<file path="src/rtl/core/tosq_pkg.sv">
// ----------------------------------------------------------------------------
// tosq_pkg
// shared constants, command codes and the op beat type of the schedule queue
// ----------------------------------------------------------------------------
package tosq_pkg;

  localparam int unsigned QUEUE_DEPTH = 16;
  localparam int unsigned IDX_W       = (QUEUE_DEPTH > 1) ? $clog2(QUEUE_DEPTH) : 1;
  localparam int unsigned CNT_W       = $clog2(QUEUE_DEPTH + 1);
  localparam int unsigned CMD_W       = 2;
  localparam int unsigned DELAY_W     = 32;
  localparam int unsigned FREE_W      = 5;

  localparam logic [CMD_W-1:0] CMD_PUSH  = 2'd0;
  localparam logic [CMD_W-1:0] CMD_QUERY = 2'd1;
  localparam logic [CMD_W-1:0] CMD_TICK  = 2'd2;

  typedef enum logic [1:0] {
    OP_NOP,
    OP_PUSH,
    OP_TICK
  } op_e;

  typedef struct packed {
    op_e                op;
    logic               level;
    logic [DELAY_W-1:0] delay;
  } op_t;

endpackage

</file>
<file path="src/rtl/core/tosq_front.sv">
// ----------------------------------------------------------------------------
// tosq_front
// accepts input beats and classifies the command into an op for the back end
// ----------------------------------------------------------------------------
module tosq_front import tosq_pkg::*; (
  input  logic               in_valid_i,
  output logic               in_ready_o,
  input  logic [CMD_W-1:0]   command_i,
  input  logic               event_level_i,
  input  logic [DELAY_W-1:0] event_delay_i,
  output logic               op_valid_o,
  input  logic               op_ready_i,
  output op_t                op_o
);

  // query and the unused code both turn into a no-op
  always_comb begin
    op_o.level = event_level_i;
    op_o.delay = event_delay_i;
    case (command_i)
      CMD_PUSH:  op_o.op = OP_PUSH;
      CMD_TICK:  op_o.op = OP_TICK;
      CMD_QUERY: op_o.op = OP_NOP;
      default:   op_o.op = OP_NOP;
    endcase
  end

  assign op_valid_o = in_valid_i;
  assign in_ready_o = op_ready_i;

endmodule

</file>
<file path="src/rtl/core/tosq_op_fifo.sv">
// ----------------------------------------------------------------------------
// tosq_op_fifo
// two-entry op queue that decouples the front end from the back end
// ----------------------------------------------------------------------------
module tosq_op_fifo import tosq_pkg::*; (
  input  logic clk_i,
  input  logic rst_ni,
  input  logic wr_valid_i,
  output logic wr_ready_o,
  input  op_t  wr_op_i,
  output logic rd_valid_o,
  input  logic rd_ready_i,
  output op_t  rd_op_o
);

  op_t        buf_q [2];
  logic       wr_ptr_q;
  logic       rd_ptr_q;
  logic [1:0] cnt_q;
  logic       push;
  logic       pop;

  assign wr_ready_o = (cnt_q != 2'd2);
  assign rd_valid_o = (cnt_q != 2'd0);
  assign rd_op_o    = buf_q[rd_ptr_q];
  assign push       = wr_valid_i && wr_ready_o;
  assign pop        = rd_valid_o && rd_ready_i;

  always_ff @(posedge clk_i) begin
    if (push) begin
      buf_q[wr_ptr_q] <= wr_op_i;
    end
  end

  always_ff @(posedge clk_i or negedge rst_ni) begin
    if (!rst_ni) begin
      wr_ptr_q <= 1'b0;
      rd_ptr_q <= 1'b0;
      cnt_q    <= 2'd0;
    end else begin
      if (push) begin
        wr_ptr_q <= ~wr_ptr_q;
      end
      if (pop) begin
        rd_ptr_q <= ~rd_ptr_q;
      end
      case ({push, pop})
        2'b10:   cnt_q <= cnt_q + 2'd1;
        2'b01:   cnt_q <= cnt_q - 2'd1;
        default: cnt_q <= cnt_q;
      endcase
    end
  end

endmodule

</file>
<file path="src/rtl/core/tosq_back.sv">
// ----------------------------------------------------------------------------
// tosq_back
// executes ops against the event slots and registers one result per op
// ----------------------------------------------------------------------------
module tosq_back import tosq_pkg::*; (
  input  logic              clk_i,
  input  logic              rst_ni,
  input  logic              op_valid_i,
  output logic              op_ready_o,
  input  op_t               op_i,
  output logic              out_valid_o,
  input  logic              out_ready_i,
  output logic              status_o,
  output logic [FREE_W-1:0] free_slots_o,
  output logic              pin_level_o,
  output logic              pin_written_o
);

  localparam logic [CNT_W-1:0] DEPTH_C = CNT_W'(QUEUE_DEPTH);
  localparam logic [IDX_W-1:0] LAST_C  = IDX_W'(QUEUE_DEPTH - 1);

  logic [DELAY_W-1:0] slot_delay_q [QUEUE_DEPTH];
  logic               slot_level_q [QUEUE_DEPTH];

  logic [IDX_W-1:0]   head_q, head_d;
  logic [IDX_W-1:0]   tail_q, tail_d;
  logic [CNT_W-1:0]   count_q, count_d;
  logic               driven_q, driven_d;

  logic               out_valid_q;
  logic               status_q, status_d;
  logic [FREE_W-1:0]  free_q;
  logic               written_q, written_d;

  logic               take;
  logic               empty;
  logic               full;
  logic [DELAY_W-1:0] head_delay;
  logic               head_level;
  logic               wr_en;
  logic [IDX_W-1:0]   wr_idx;
  logic [DELAY_W-1:0] wr_delay;
  logic               wr_level;
  logic [CNT_W-1:0]   free_d;

  assign op_ready_o = !out_valid_q || out_ready_i;
  assign take       = op_valid_i && op_ready_o;
  assign empty      = (count_q == '0);
  assign full       = (count_q == DEPTH_C);
  assign head_delay = slot_delay_q[head_q];
  assign head_level = slot_level_q[head_q];

  always_comb begin
    head_d    = head_q;
    tail_d    = tail_q;
    count_d   = count_q;
    driven_d  = driven_q;
    status_d  = 1'b0;
    written_d = 1'b0;
    wr_en     = 1'b0;
    wr_idx    = tail_q;
    wr_delay  = op_i.delay;
    wr_level  = op_i.level;
    case (op_i.op)
      OP_PUSH: begin
        if (full) begin
          status_d = 1'b1;
        end else begin
          wr_en   = 1'b1;
          tail_d  = (tail_q == LAST_C) ? '0 : tail_q + IDX_W'(1);
          count_d = count_q + CNT_W'(1);
        end
      end
      OP_TICK: begin
        if (!empty) begin
          if (head_delay != '0) begin
            // count the head event down in place
            wr_en    = 1'b1;
            wr_idx   = head_q;
            wr_delay = head_delay - DELAY_W'(1);
            wr_level = head_level;
          end else begin
            driven_d  = head_level;
            head_d    = (head_q == LAST_C) ? '0 : head_q + IDX_W'(1);
            count_d   = count_q - CNT_W'(1);
            written_d = 1'b1;
          end
        end
      end
      default: begin
      end
    endcase
  end

  assign free_d = DEPTH_C - count_d;

  always_ff @(posedge clk_i) begin
    if (take && wr_en) begin
      slot_delay_q[wr_idx] <= wr_delay;
      slot_level_q[wr_idx] <= wr_level;
    end
    if (take) begin
      status_q  <= status_d;
      free_q    <= FREE_W'(free_d);
      written_q <= written_d;
    end
  end

  always_ff @(posedge clk_i or negedge rst_ni) begin
    if (!rst_ni) begin
      head_q      <= '0;
      tail_q      <= '0;
      count_q     <= '0;
      driven_q    <= 1'b0;
      out_valid_q <= 1'b0;
    end else begin
      if (take) begin
        head_q      <= head_d;
        tail_q      <= tail_d;
        count_q     <= count_d;
        driven_q    <= driven_d;
        out_valid_q <= 1'b1;
      end else if (out_ready_i) begin
        out_valid_q <= 1'b0;
      end
    end
  end

  assign out_valid_o   = out_valid_q;
  assign status_o      = status_q;
  assign free_slots_o  = free_q;
  assign pin_level_o   = driven_q;
  assign pin_written_o = written_q;

  assert property (@(posedge clk_i) disable iff (!rst_ni) count_q <= DEPTH_C)
    else $error("entry count above queue depth");

  assert property (@(posedge clk_i) disable iff (!rst_ni)
    take && op_i.op == OP_PUSH && full |=> status_q && $stable(count_q))
    else $error("push on full queue not refused");

  assert property (@(posedge clk_i) disable iff (!rst_ni)
    take && op_i.op == OP_PUSH && !full |=> count_q == $past(count_q) + CNT_W'(1))
    else $error("accepted push did not grow the queue");

  assert property (@(posedge clk_i) disable iff (!rst_ni)
    out_valid_q && written_q |-> !status_q)
    else $error("fired tick flagged as refused push");

endmodule

</file>
<file path="src/rtl/core/timed_output_schedule_queue_unit.sv">
// ----------------------------------------------------------------------------
// timed_output_schedule_queue_unit
// bounded queue of delayed pin events driven by push, query and tick beats
// an accepted beat is registered in the op queue, then its result in the back-end result register
// throughput: one beat per cycle while the result channel does not stall, set by the back-end op step
// a two-entry op queue lets input and output stall independently
// reset (rst_ni low, async): queue empty, pin low, no result pending
// slot contents are not cleared; only entries written by a push are read
// ----------------------------------------------------------------------------
module timed_output_schedule_queue_unit import tosq_pkg::*; (
  input  logic               clk_i,
  input  logic               rst_ni,
  // input beat channel
  input  logic               in_valid_i,
  output logic               in_ready_o,
  input  logic [CMD_W-1:0]   command_i,
  input  logic               event_level_i,
  input  logic [DELAY_W-1:0] event_delay_i,
  // result beat channel
  output logic               out_valid_o,
  input  logic               out_ready_i,
  output logic               status_o,
  output logic [FREE_W-1:0]  free_slots_o,
  output logic               pin_level_o,
  output logic               pin_written_o
);

  // front end to op queue
  logic fr_valid;
  logic fr_ready;
  op_t  fr_op;

  // op queue to back end
  logic bk_valid;
  logic bk_ready;
  op_t  bk_op;

  // decode the command into push, tick or no-op
  tosq_front u_front (
    .in_valid_i   (in_valid_i),
    .in_ready_o   (in_ready_o),
    .command_i    (command_i),
    .event_level_i(event_level_i),
    .event_delay_i(event_delay_i),
    .op_valid_o   (fr_valid),
    .op_ready_i   (fr_ready),
    .op_o         (fr_op)
  );

  // short queue so a stalled result does not block input beats at once
  tosq_op_fifo u_op_fifo (
    .clk_i     (clk_i),
    .rst_ni    (rst_ni),
    .wr_valid_i(fr_valid),
    .wr_ready_o(fr_ready),
    .wr_op_i   (fr_op),
    .rd_valid_o(bk_valid),
    .rd_ready_i(bk_ready),
    .rd_op_o   (bk_op)
  );

  // slot storage, head/tail pointers, pin level and the result register
  tosq_back u_back (
    .clk_i        (clk_i),
    .rst_ni       (rst_ni),
    .op_valid_i   (bk_valid),
    .op_ready_o   (bk_ready),
    .op_i         (bk_op),
    .out_valid_o  (out_valid_o),
    .out_ready_i  (out_ready_i),
    .status_o     (status_o),
    .free_slots_o (free_slots_o),
    .pin_level_o  (pin_level_o),
    .pin_written_o(pin_written_o)
  );

endmodule
</file>
<file path="config.mk">
export PLATFORM = sky130hd
export DESIGN_NAME = timed_output_schedule_queue_unit
export DESIGN_NICKNAME = d
export VERILOG_FILES = /design/src/rtl/core/tosq_pkg.sv /design/src/rtl/core/tosq_front.sv /design/src/rtl/core/tosq_op_fifo.sv /design/src/rtl/core/tosq_back.sv /design/src/rtl/core/timed_output_schedule_queue_unit.sv
export SDC_FILE = /design/constraint.sdc
export NUM_CORES = 1
export LEC_CHECK = 0
export BUFFER_PORTS_ARGS = -buffer_cell sky130_fd_sc_hd__buf_2
export CAP_MARGIN = 10
export CORE_UTILIZATION = 55
export CTS_CLUSTER_SIZE = 40
export DETAILED_ROUTE_END_ITERATION = 7
export PLACE_DENSITY = 0.74
export SLEW_MARGIN = 20
export SYNTH_ARGS = -nofsm -noshare
export SYNTH_HDL_FRONTEND = slang
export SYNTH_SLANG_ARGS = --single-unit
export TNS_END_PERCENT = 1
</file>
<file path="constraint.sdc">
create_clock -name clk_i -period 5.85 [get_ports clk_i]
set_input_delay 1.17 -clock clk_i [delete_from_list [all_inputs] [get_ports clk_i]]
set_output_delay 1.17 -clock clk_i [all_outputs]
set_load 0.02 [all_outputs]
</file>
# After elaboration in Yosys (flattened, before gate mapping)
# Memory sizes are Yosys's and may differ from the RTL's.
# Cells that the tools add are included.
[word_totals]
reg_bits = 26
ram_bits = 598
output_inout_bits = 10
word_cells = 80
mem_count = 3
[classes]
n_addsub = 8
n_eq_ne = 9
muxes = 29
bitwise = 6
n_reduce_logical = 14
[mem_list]
columns = ["memory", "words", "width", "rd", "rd_ports_with_merged_regs", "write_ports", "line_no", "text"]
rows = [
  ["u_back.slot_delay_q", 16, 32, 1, 0, 1, "tosq_back.sv:22", "logic [DELAY_W-1:0] slot_delay_q [QUEUE_DEPTH];"],
  ["u_op_fifo.buf_q", 2, 35, 1, 0, 1, "tosq_op_fifo.sv:16", "op_t buf_q [2];"],
  ["u_back.slot_level_q", 16, 1, 1, 0, 1, "tosq_back.sv:23", "logic slot_level_q [QUEUE_DEPTH];"],
]
[op_table]
columns = ["operator", "n"]
rows = [
  ["32-bit 2-to-1 mux", 3],
  ["32-bit nonzero test", 1],
  ["32-bit by 1-bit subtractor with 32-bit output, second input constant", 1],
  ["4-bit 2-to-1 mux", 5],
  ["5-bit 2-to-1 mux", 3],
  ["1-bit 2-to-1 mux", 14],
  ["5-bit case mux with 2 select lines", 1],
  ["4-bit by 1-bit adder with 4-bit output, second input constant", 2],
  ["4-bit == test, second input constant", 2],
  ["2-bit case mux with 2 select lines", 2],
  ["2-bit == test, second input constant", 3],
  ["1-bit NOT", 6],
  ["2-bit nonzero test", 3],
  ["5-bit by 1-bit adder with 5-bit output, second input constant", 1],
  ["5-bit == test, second input constant", 1],
  ["5-bit logical NOT", 1],
  ["5-bit by 1-bit subtractor with 5-bit output, second input constant", 1],
  ["5-bit subtractor, first input constant", 1],
  ["2-bit by 1-bit == test with 1-bit output, second input constant", 2],
  ["4-bit AND reduction", 1],
  ["1-bit logical AND", 3],
  ["3-bit AND reduction", 1],
  ["2-bit by 1-bit adder with 2-bit output, second input constant", 1],
  ["2-bit logical NOT", 1],
  ["other kinds (6)", 6],
]

# Depth between registers and ports, before layout
# Gate-level depths: netlist of run 1.
# An unclocked memory read counts as a cell.
[depth]
ltp_word = 8
depth_mapped = 15
ltp_nobuf = 11

# Hierarchy
# Synthesis of run 1 repeated with hierarchy kept, for this count alone.
[hier_totals]
cells_unflattened = 1358
hier_area_um2 = 25538.2
[modules_own_cells]
columns = ["module", "n_inst", "cells_each", "area_each_um2", "seq_area_each_um2"]
rows = [
  ["tosq_back", 1, 1195, 22521.6, 16440.8],
  ["tosq_op_fifo", 1, 126, 2736.4, 2202.1],
  ["tosq_front", 1, 37, 280.3, 0.0],
]

# Least setup slack after synthesis of run 1
# Ideal clock, no wire load.
[synth_path]
path_kind = "reg-to-reg"
startpoint = "register u_back.head_q[1]"
endpoint = "memory u_back.slot_delay_q[15][0] (enable)"
setup_ns = 0.464
arrival_time_ns = 5.371
required_time_ns = 5.386
slack_ns = 0.015
path_stages_with_launch = 15
n_path_buf = 5
period_less_slack_ns = 5.835
path_cell_list = "dfrtp_1 -> buf_4 -> buf_6 -> buf_2 -> buf_2 -> mux4_2 -> mux2i_1 -> mux2_2 -> ha_1 -> nor4b_2 -> nand4_4 -> nand3_2 -> buf_4 -> a31oi_1 -> nor3_1"
[synth_between]
elab_chain_cells = 8
elab_cells_between_ends = 11
cone_classes = "8 x mux; 2 x reduce/logical; 1 x memory"
[synth_lines]
columns = ["item", "line_no", "text"]
rows = [
  ["from (decl)", "tosq_back.sv:25", "logic [IDX_W-1:0] head_q, head_d;"],
  ["from (signal assigned)", "tosq_back.sv:111", "head_q <= '0;"],
  ["from (signal assigned)", "tosq_back.sv:118", "head_q <= head_d;"],
  ["memory read 16 x 32 bit", "n/a", ""],
  ["32-bit nonzero test", "tosq_back.sv:76", "if (head_delay != '0) begin"],
  ["1-bit 2-to-1 mux", "tosq_back.sv:76", ""],
  ["1-bit 2-to-1 mux", "tosq_back.sv:75", "if (!empty) begin"],
  ["1-bit case mux with 2 select lines", "tosq_back.sv:64", "case (op_i.op)"],
  ["1-bit logical AND", "tosq_back.sv:98", "if (take && wr_en) begin"],
  ["1-bit 2-to-1 mux", "tosq_back.sv:98", ""],
  ["1-bit 2-to-1 mux (implied by the code)", "tosq_back.sv:99", "slot_delay_q[wr_idx] <= wr_delay;"],
  ["to (decl)", "tosq_back.sv:22", ""],
]
# Several ways; a longest one is shown, not always the timed one.

# Final worst setup path of run 1
[layout_path]
startpoint = "register u_back.head_q[0]"
endpoint = "memory u_back.slot_delay_q[11][17], data pin"
[layout_between]
elab_chain_cells = 5
elab_cells_between_ends = 6
cone_classes = "1 x add/sub; 3 x mux; 1 x reduce/logical; 1 x memory"
[layout_lines]
columns = ["item", "line_no", "text"]
rows = [
  ["memory read 16 x 32 bit (*)", "n/a", ""],
  ["32-bit by 1-bit subtractor with 32-bit output / 32-bit nonzero test (equally long branches)", "tosq_back.sv:80, tosq_back.sv:76", ""],
  ["32-bit 2-to-1 mux (*)", "tosq_back.sv:76", ""],
  ["32-bit 2-to-1 mux (*)", "tosq_back.sv:75", ""],
  ["32-bit 2-to-1 mux (*)", "tosq_back.sv:64", ""],
  ["via u_back.wr_delay[17]", "tosq_back.sv:42", "logic [DELAY_W-1:0] wr_delay;"],
]
# The timed path passes the listed nets; every way through them passes the cells marked *.

==> out/qor.yml, run 1 <==
setup_path:
  cp_data_required_time_ns: 6.10
  crit_type: "reg2reg"
  critPathBufInv: 1
  worstSetupStartpointType: "flop"
  crit_family: "compound AO/OA/AOI/OAI gates"
  cp_cell_sequence: "buf_12, mux4_2, mux2_2, a211oi_1, o211ai_1, nor3_2, and2_1, nand3b_1, xnor2_1, nor2_1, a21oi_1"
  slowest_stage: "dfrtp_4"
  startpoint: "u_back.head_q[0]"
  slowest_delay_ns: 0.96
  timing.rr.start: "u_back.head_q[0]"
  end_kind: "flop"
  crit_arrival_ns: 5.39
  crit_fanout: 38
flow_run:
  max_cap_violations: 0
synth:
  synthCells: 1373
  ys_async_sr_fraction: 0.0304
  syn_area_per_cell_sq_um: 18.5
  synth_area_sq_um: 25400
  synth_nets: 1422
  synth_edf_count: 605
  ys_ff_latch: 624
  synth_top_area_cell: "edfxtp_1"
  yosys_most_used_dff: "edfxtp_1"
  synth_area_leaders: "edfxtp_1 71%, mux4_2 10%, mux2i_1 3.7%, dfrtp_1 1.9%, mux2_2 1.2%"
  yosysSeqAreaShare: 0.733
  ys.warnings.count: 0
  synth_cell_types: 57
  yosysTopAreaCellShare: 0.714
finish:
  drive_gt1_frac: 0.265
  n_antenna_cell: 0
  num-nets-final: 1561
  syn2layout_area_growth_pct: 14.2
  layout_commonest_cell: "edfxtp_1"
  fillers: 3067
  final_util: 0.639
  layout_common_cells: "605 x edfxtp_1, 114 x mux4_2, 94 x mux2i_1, 90 x buf_4, 69 x nor2_1"
clock_network:
  insertion_delay_ns: 0.62
  htreeDepth: 2
  cts-buffers-inserted: 60
  path_clk_slew_ns: 0.06
  ctsLongestPathBuffers: 3
  cts_setup_buffers: 0
  root_buffer: "clkbuf_16"
  cts_resized: 0
  cts_hold_buf: 0
  cts_tree: "yes"
  clkSinkCount: 624
drt:
  drt_wl_total_um: 58600
  via_count: 13600
  wl_met1_um: 23700
  firstDrtPassIters: 6
  top_layer: "met4"
  drc: 0
  wl_met3_um: 4710
  final_antenna_net_count: 0
  viasPerCell: 6.28
  wl_met2_um: 28300
  wl_per_cell_um: 27.1
  dr.first_iter.drc_count: 1647
floorplanning:
  row_count: 78
  core_area_sq_um: 45500
  ios: 49
  initial_core_util: 0.560
  fp.dieW_um: 217
  die_h_um: 217
  die-area_sq_um: 47100
timing:
  finalMaxSlewViolations: 0
  period_minus_slack_ns: 5.14
  layout_setup_ws_ns: 0.710
  timing.final.crit_share: 0.879
  worstMarginPinSlew_ns: 1.18
  fmax_mhz: 195
  hold_viol: 0
  rsz0062_at_grt: "false"
  finClkSkew_ns: 0.0282
  finalSetupViolations: 0
  finalSetupTns_ns: 0
  max_slew_margin: 0.210
pwr:
  p_leak_nw: 9.30
  power_density_nw_per_um2: 433
  total_power_mw: 12.6
  peakVddDrop_uv: 292
global_route:
  grt.overflow.total: 0
  grt_pass1_vias: 13800
  grt_pass1_wl_um: 87200
  track_usage: 0.256
  grt_max_degree: 49
  antenna_found_initial: 0
outcome:
  status: "finished, final reports clean"
placement:
  place.gp.congestion: 0.870
  io_buffers: 48
  dp_hpwl_um: 35300
  post-place-ws_ns: 0.721
worst_hold_path:
  min_path_type: "in2async"
[routing by layer]
| metal | track usage | up-vias |
|---|---|---|
| li1 | - | 5798 |
| met2 | 0.408 | 594 |
| met1 | 0.352 | 7052 |
| met5 | 0 | - |
| met4 | 0.0979 | 0 |
| met3 | 0.0489 | 130 |
[cells in the mapped netlist, drive strengths merged, types with 2 or more instances]
library cell and number:
nor3b 9, o21a 2, mux2i 94, mux2 26
or3 4, dfrtp 19, a21oi 42, nor4 7
nand3b 3, ha 10, clkbuf 15, a31oi 4
nand2b 9, and2 6, edfxtp 605, o211ai 3
nand3 23, o31ai 3, o21ai 31, a311oi 2
xnor2 26, buf 53, xor2 14, o221ai 2
and3 4, mux4 114, nand2 50, a22oi 34
nor3 28, nor2 78, or2 6, nand4 4
a211oi 5, inv 11, nor2b 12, o22ai 5
[kinds of logic after synthesis]
logic type / count (synthesis) / share of synthesized area
DFF: 624 / 0.733
xor gates and xnor gates: 40 / 0.0138
and+or+nand+nor: 246 / 0.0493
muxes: 234 / 0.149
adders and majority gates: 10 / 0.00492
AOI/OAI and AO/OA: 139 / 0.0343
buffers and inverters: 80 / 0.0158
[state kept, by name (all words and copies together) (netlist names)]
name and flops:
u_back.count_q 5, u_back.free_slots_o 5, u_back.head_q 4, u_back.out_valid_o 1, u_back.pin_level_o 1, u_back.pin_written_o 1
u_back.slot_delay_q 512, u_back.slot_level_q 16, u_back.status_o 1, u_back.tail_q 4, u_op_fifo.buf_q 70, u_op_fifo.cnt_q 2
u_op_fifo.rd_ptr_q 1, u_op_fifo.wr_ptr_q 1
[cell type report]
cell class	instances	area [sq um]	share of cell area
Inverter	12	45.0	0.00155
Timing Repair Buffer	145	1060	0.0363
Multi-Input combinational cell	669	6520	0.224
Sequential cell	624	18700	0.642
Tap cell	600	751	0.0258
Clock inverter	42	503	0.0173
Clock buffer	69	1540	0.0528
[path summary, 6_finish.rpt]
path | slack [ns] | endpoint | depth (start not counted)
max | 0.71 | u_back.slot_delay_q[11][17] | 11
min | 0.51 | u_op_fifo.rd_ptr_q | 1
max reg2reg | 0.71 | u_back.slot_delay_q[11][17] | 11
min reg2reg | 0.51 | u_back.out_valid_o | 2
max in group asynchronous | 4.97 | u_back.head_q[2] | 1
min in group clk_i | 0.51 | u_back.out_valid_o | 2
[worst register-to-register path, delay by kind of cell (launching register included)]
family / cells / cell delay [ns]
AO/OA/AOI/OAI: 3 / 1.58
XOR/XNOR: 1 / 0.17
buffers and inverters: 1 / 0.31
flip-flops: 1 / 0.96
multiplexers: 2 / 0.88
AND/OR/NAND/NOR: 4 / 0.86
[through the flow]
stage                     std cells  hold slack (ns)  cell area, sq um
after floorplan                1373            0.461             25400
after global placement         2050            0.472             27000
after detailed placement       2050            0.493             27000
after CTS                      2161            0.492             29100
after global routing           2161            0.520             29100
final                          2161            0.506             29100
[where the power goes]
group / leakage [nW] / switching [mW] / total (mW) / internal (mW)
clock: 0.990 / 1.64 / 4.00 / 2.36
sequential: 5.69 / 0.136 / 6.17 / 6.04
combinational: 2.62 / 1.69 / 2.42 / 0.734
total: 9.30 / 3.46 / 12.6 / 9.14
Power figures use the tool's default switching activity.
==> inputs of run 2 (changes only) <==
Settings changed: BUFFER_PORTS_ARGS -buffer_cell sky130_fd_sc_hd__buf_2 to -buffer_cell sky130_fd_sc_hd__buf_4.
==> run 2 against run 1 <==
Compared with the run above: maximum frequency down 2.8%; sequential share of layout area down 0.75 points; register-to-register slack worse by 0.15 ns; design area up 1.2%; critical path type unchanged; largest power group unchanged.
==> out/qor.yml, run 2 (synthesized netlist as in run 1, its figures left out) <==
global_route:
  grt.overflow.total: 0  # unchanged
  grt_pass1_wl_um: 87600  # was 87200 um
  antenna_found_initial: 0  # unchanged
  track_usage: 0.256  # about the same
  grt_max_degree: 60  # was 49
  grt_pass1_vias: 14000  # was 13800
floorplanning:
  row_count: 78  # unchanged
  fp.dieW_um: 217  # unchanged
  ios: 49  # unchanged
  die_h_um: 217  # unchanged
  initial_core_util: 0.560  # unchanged
  core_area_sq_um: 45500  # unchanged
  die-area_sq_um: 47100  # unchanged
setup_path:
  slowest_stage: "dfrtp_4"  # unchanged
  slowest_delay_ns: 0.90  # was 0.96 ns
  end_kind: "flop"  # unchanged
  worstSetupStartpointType: "flop"  # unchanged
  crit_family: "simple AND/OR/NAND/NOR gates"  # was compound AO/OA/AOI/OAI gates
  crit_type: "reg2reg"  # unchanged
  cp_data_required_time_ns: 6.08  # was 6.10 ns
  crit_fanout: 36  # was 38
  critPathBufInv: 2  # was 1
  crit_arrival_ns: 5.52  # was 5.39 ns
  cp_cell_sequence: "buf_12, buf_12, mux4_2, a22oi_1, nand3_1, nand3b_1, nor3_1, nand4_1, nor2_1, xor2_1, nor2_1, a21oi_1"  # was buf_12, mux4_2, mux2_2, a211oi_1, o211ai_1, nor3_2, and2_1, nand3b_1, xnor2_1, nor2_1, a21oi_1
drt:
  wl_per_cell_um: 27.0  # was 27.1 um
  via_count: 13600  # about the same
  drt_wl_total_um: 58600  # about the same
  viasPerCell: 6.24  # was 6.28
  firstDrtPassIters: 6  # unchanged
  final_antenna_net_count: 0  # unchanged
  drc: 0  # unchanged
  dr.first_iter.drc_count: 1529  # was 1647
flow_run:
  max_cap_violations: 0  # unchanged
finish:
  largest_register_ffs: 512  # unchanged
  largest_register: "u_back.slot_delay_q"  # unchanged
  syn2layout_area_growth_pct: 15.6  # was 14.2%
  stdcell_count: 2171  # was 2161
  num-nets-final: 1570  # was 1561
  layout_common_cells: "605 x edfxtp_1, 133 x buf_4, 114 x mux4_2, 94 x mux2i_1, 71 x clkbuf_16"  # was 605 x edfxtp_1, 114 x mux4_2, 94 x mux2i_1, 90 x buf_4, 69 x nor2_1
  drive_gt1_frac: 0.265  # about the same
  n_antenna_cell: 0  # unchanged
  layout_commonest_cell: "edfxtp_1"  # unchanged
  largestRegisters: "u_back.slot_delay_q x512, u_op_fifo.buf_q x70, u_back.slot_level_q x16"  # unchanged
  fin_area_sq_um: 29400  # was 29100 sq um
timing:
  rsz0062_at_grt: "false"  # unchanged
  worstMarginPinSlew_ns: 1.07  # was 1.18 ns
  finalSetupViolations: 0  # unchanged
  timing.final.crit_share: 0.904  # was 0.879
  worst_hold_slack_ns: 0.463  # was 0.506 ns
  period_minus_slack_ns: 5.29  # was 5.14 ns
  finalMaxSlewViolations: 0  # unchanged
  finalSetupTns_ns: 0  # unchanged
  fmax_mhz: 189  # was 195 MHz
  hold_viol: 0  # unchanged
  max_slew_margin: 0.284  # was 0.210
  layout_setup_ws_ns: 0.564  # was 0.710 ns
  finClkSkew_ns: 0.0305  # was 0.0282 ns
placement:
  placed_area_sq_um: 27300  # was 27000 sq um
  place.gp.congestion: 0.874  # was 0.870
  io_buffers: 48  # unchanged
  dp_hpwl_um: 35100  # was 35300 um
  dp_cells: 2053  # was 2050
  post-place-ws_ns: 0.690  # was 0.721 ns
clock_network:
  cts_resized: 0  # unchanged
  cts-buffers-inserted: 66  # was 60
  cts_hold_buf: 0  # unchanged
  clkSinkCount: 624  # unchanged
  htreeDepth: 3  # was 2
  cts_setup_buffers: 0  # unchanged
  root_buffer: "clkbuf_16"  # unchanged
  ctsLongestPathBuffers: 3  # unchanged
  insertion_delay_ns: 0.59  # was 0.62 ns
  cts_tree: "yes"  # unchanged
  path_clk_slew_ns: 0.06  # about the same
pwr:
  peakVddDrop_uv: 280  # was 292 uV
  power_density_nw_per_um2: 432  # was 433 nW/um^2
  p_leak_nw: 9.43  # was 9.30 nW
outcome:
  status: "finished, final reports clean"  # unchanged
worst_hold_path:
  min_path_type: "in2async"  # unchanged
==> run 2: metrics by stage <==
stage	power, mW	util
2_1_floorplan	7.63	-
3_3_place_gp	8.56	0.600
3_5_place_dp	8.66	0.600
4_1_cts	12.7	0.646
5_1_grt	13.1	0.647
6_report	12.7	0.647
==> run 2: worst paths after layout <==
path                       slack (ns)  depth (start not counted)                from                    endpoint
min in group clk_i               0.52                          2  u_back.out_valid_o          u_back.out_valid_o
hold reg to reg                  0.52                          2  u_back.out_valid_o          u_back.out_valid_o
hold / removal                   0.46                          1              rst_ni            u_back.tail_q[1]
max in group asynchronous        5.15                          1              rst_ni            u_back.head_q[2]
setup / recovery                 0.56                         12    u_back.head_q[1]  u_back.slot_delay_q[0][25]
setup reg to reg                 0.56                         12    u_back.head_q[1]  u_back.slot_delay_q[0][25]
==> run 2: report_power, final <==
group | internal [mW] | leakage [nW] | total (mW) | switching [mW]
Sequential | 6.04 | 5.69 | 6.21 | 0.173
Combinational | 0.759 | 2.70 | 2.40 | 1.64
Clock | 2.44 | 1.03 | 4.09 | 1.65
Total | 9.24 | 9.43 | 12.7 | 3.47
==> run 2: final cells by class <==
| cell class | instances | area (sq um) |
|---|---|---|
| flip-flops and latches | 624 | 18700 |
| fillers | 3071 | 16100 |
| multi-input cells | 669 | 6530 |
| clock buffers | 87 | 1850 |
| repair buffers | 148 | 1300 |
| well taps | 600 | 751 |
| clock inverters | 31 | 283 |
| inverters | 12 | 45.0 |
==> run 2: worst register-to-register path: stages (launching register included) <==
cell	delay, ns
dfrtp_4	0.90
buf_12	0.30
buf_12	0.23
mux4_2	0.52
a22oi_1	0.22
nand3_1	0.18
nand3b_1	0.26
nor3_1	0.42
nand4_1	0.55
nor2_1	0.30
xor2_1	0.17
nor2_1	0.05
a21oi_1	0.83
==> run 2: layer usage <==
layer | track usage | wire length, um | part of all wire | vias to the layer above
met3 | 0.0425 | 4410 | 0.075 | 99
li1 | - | - | - | 5825
met4 | 0.0876 | 1470 | 0.025 | 0
met5 | 0 | 0 | 0 | -
met2 | 0.421 | 29100 | 0.50 | 620
met1 | 0.351 | 23600 | 0.40 | 7012
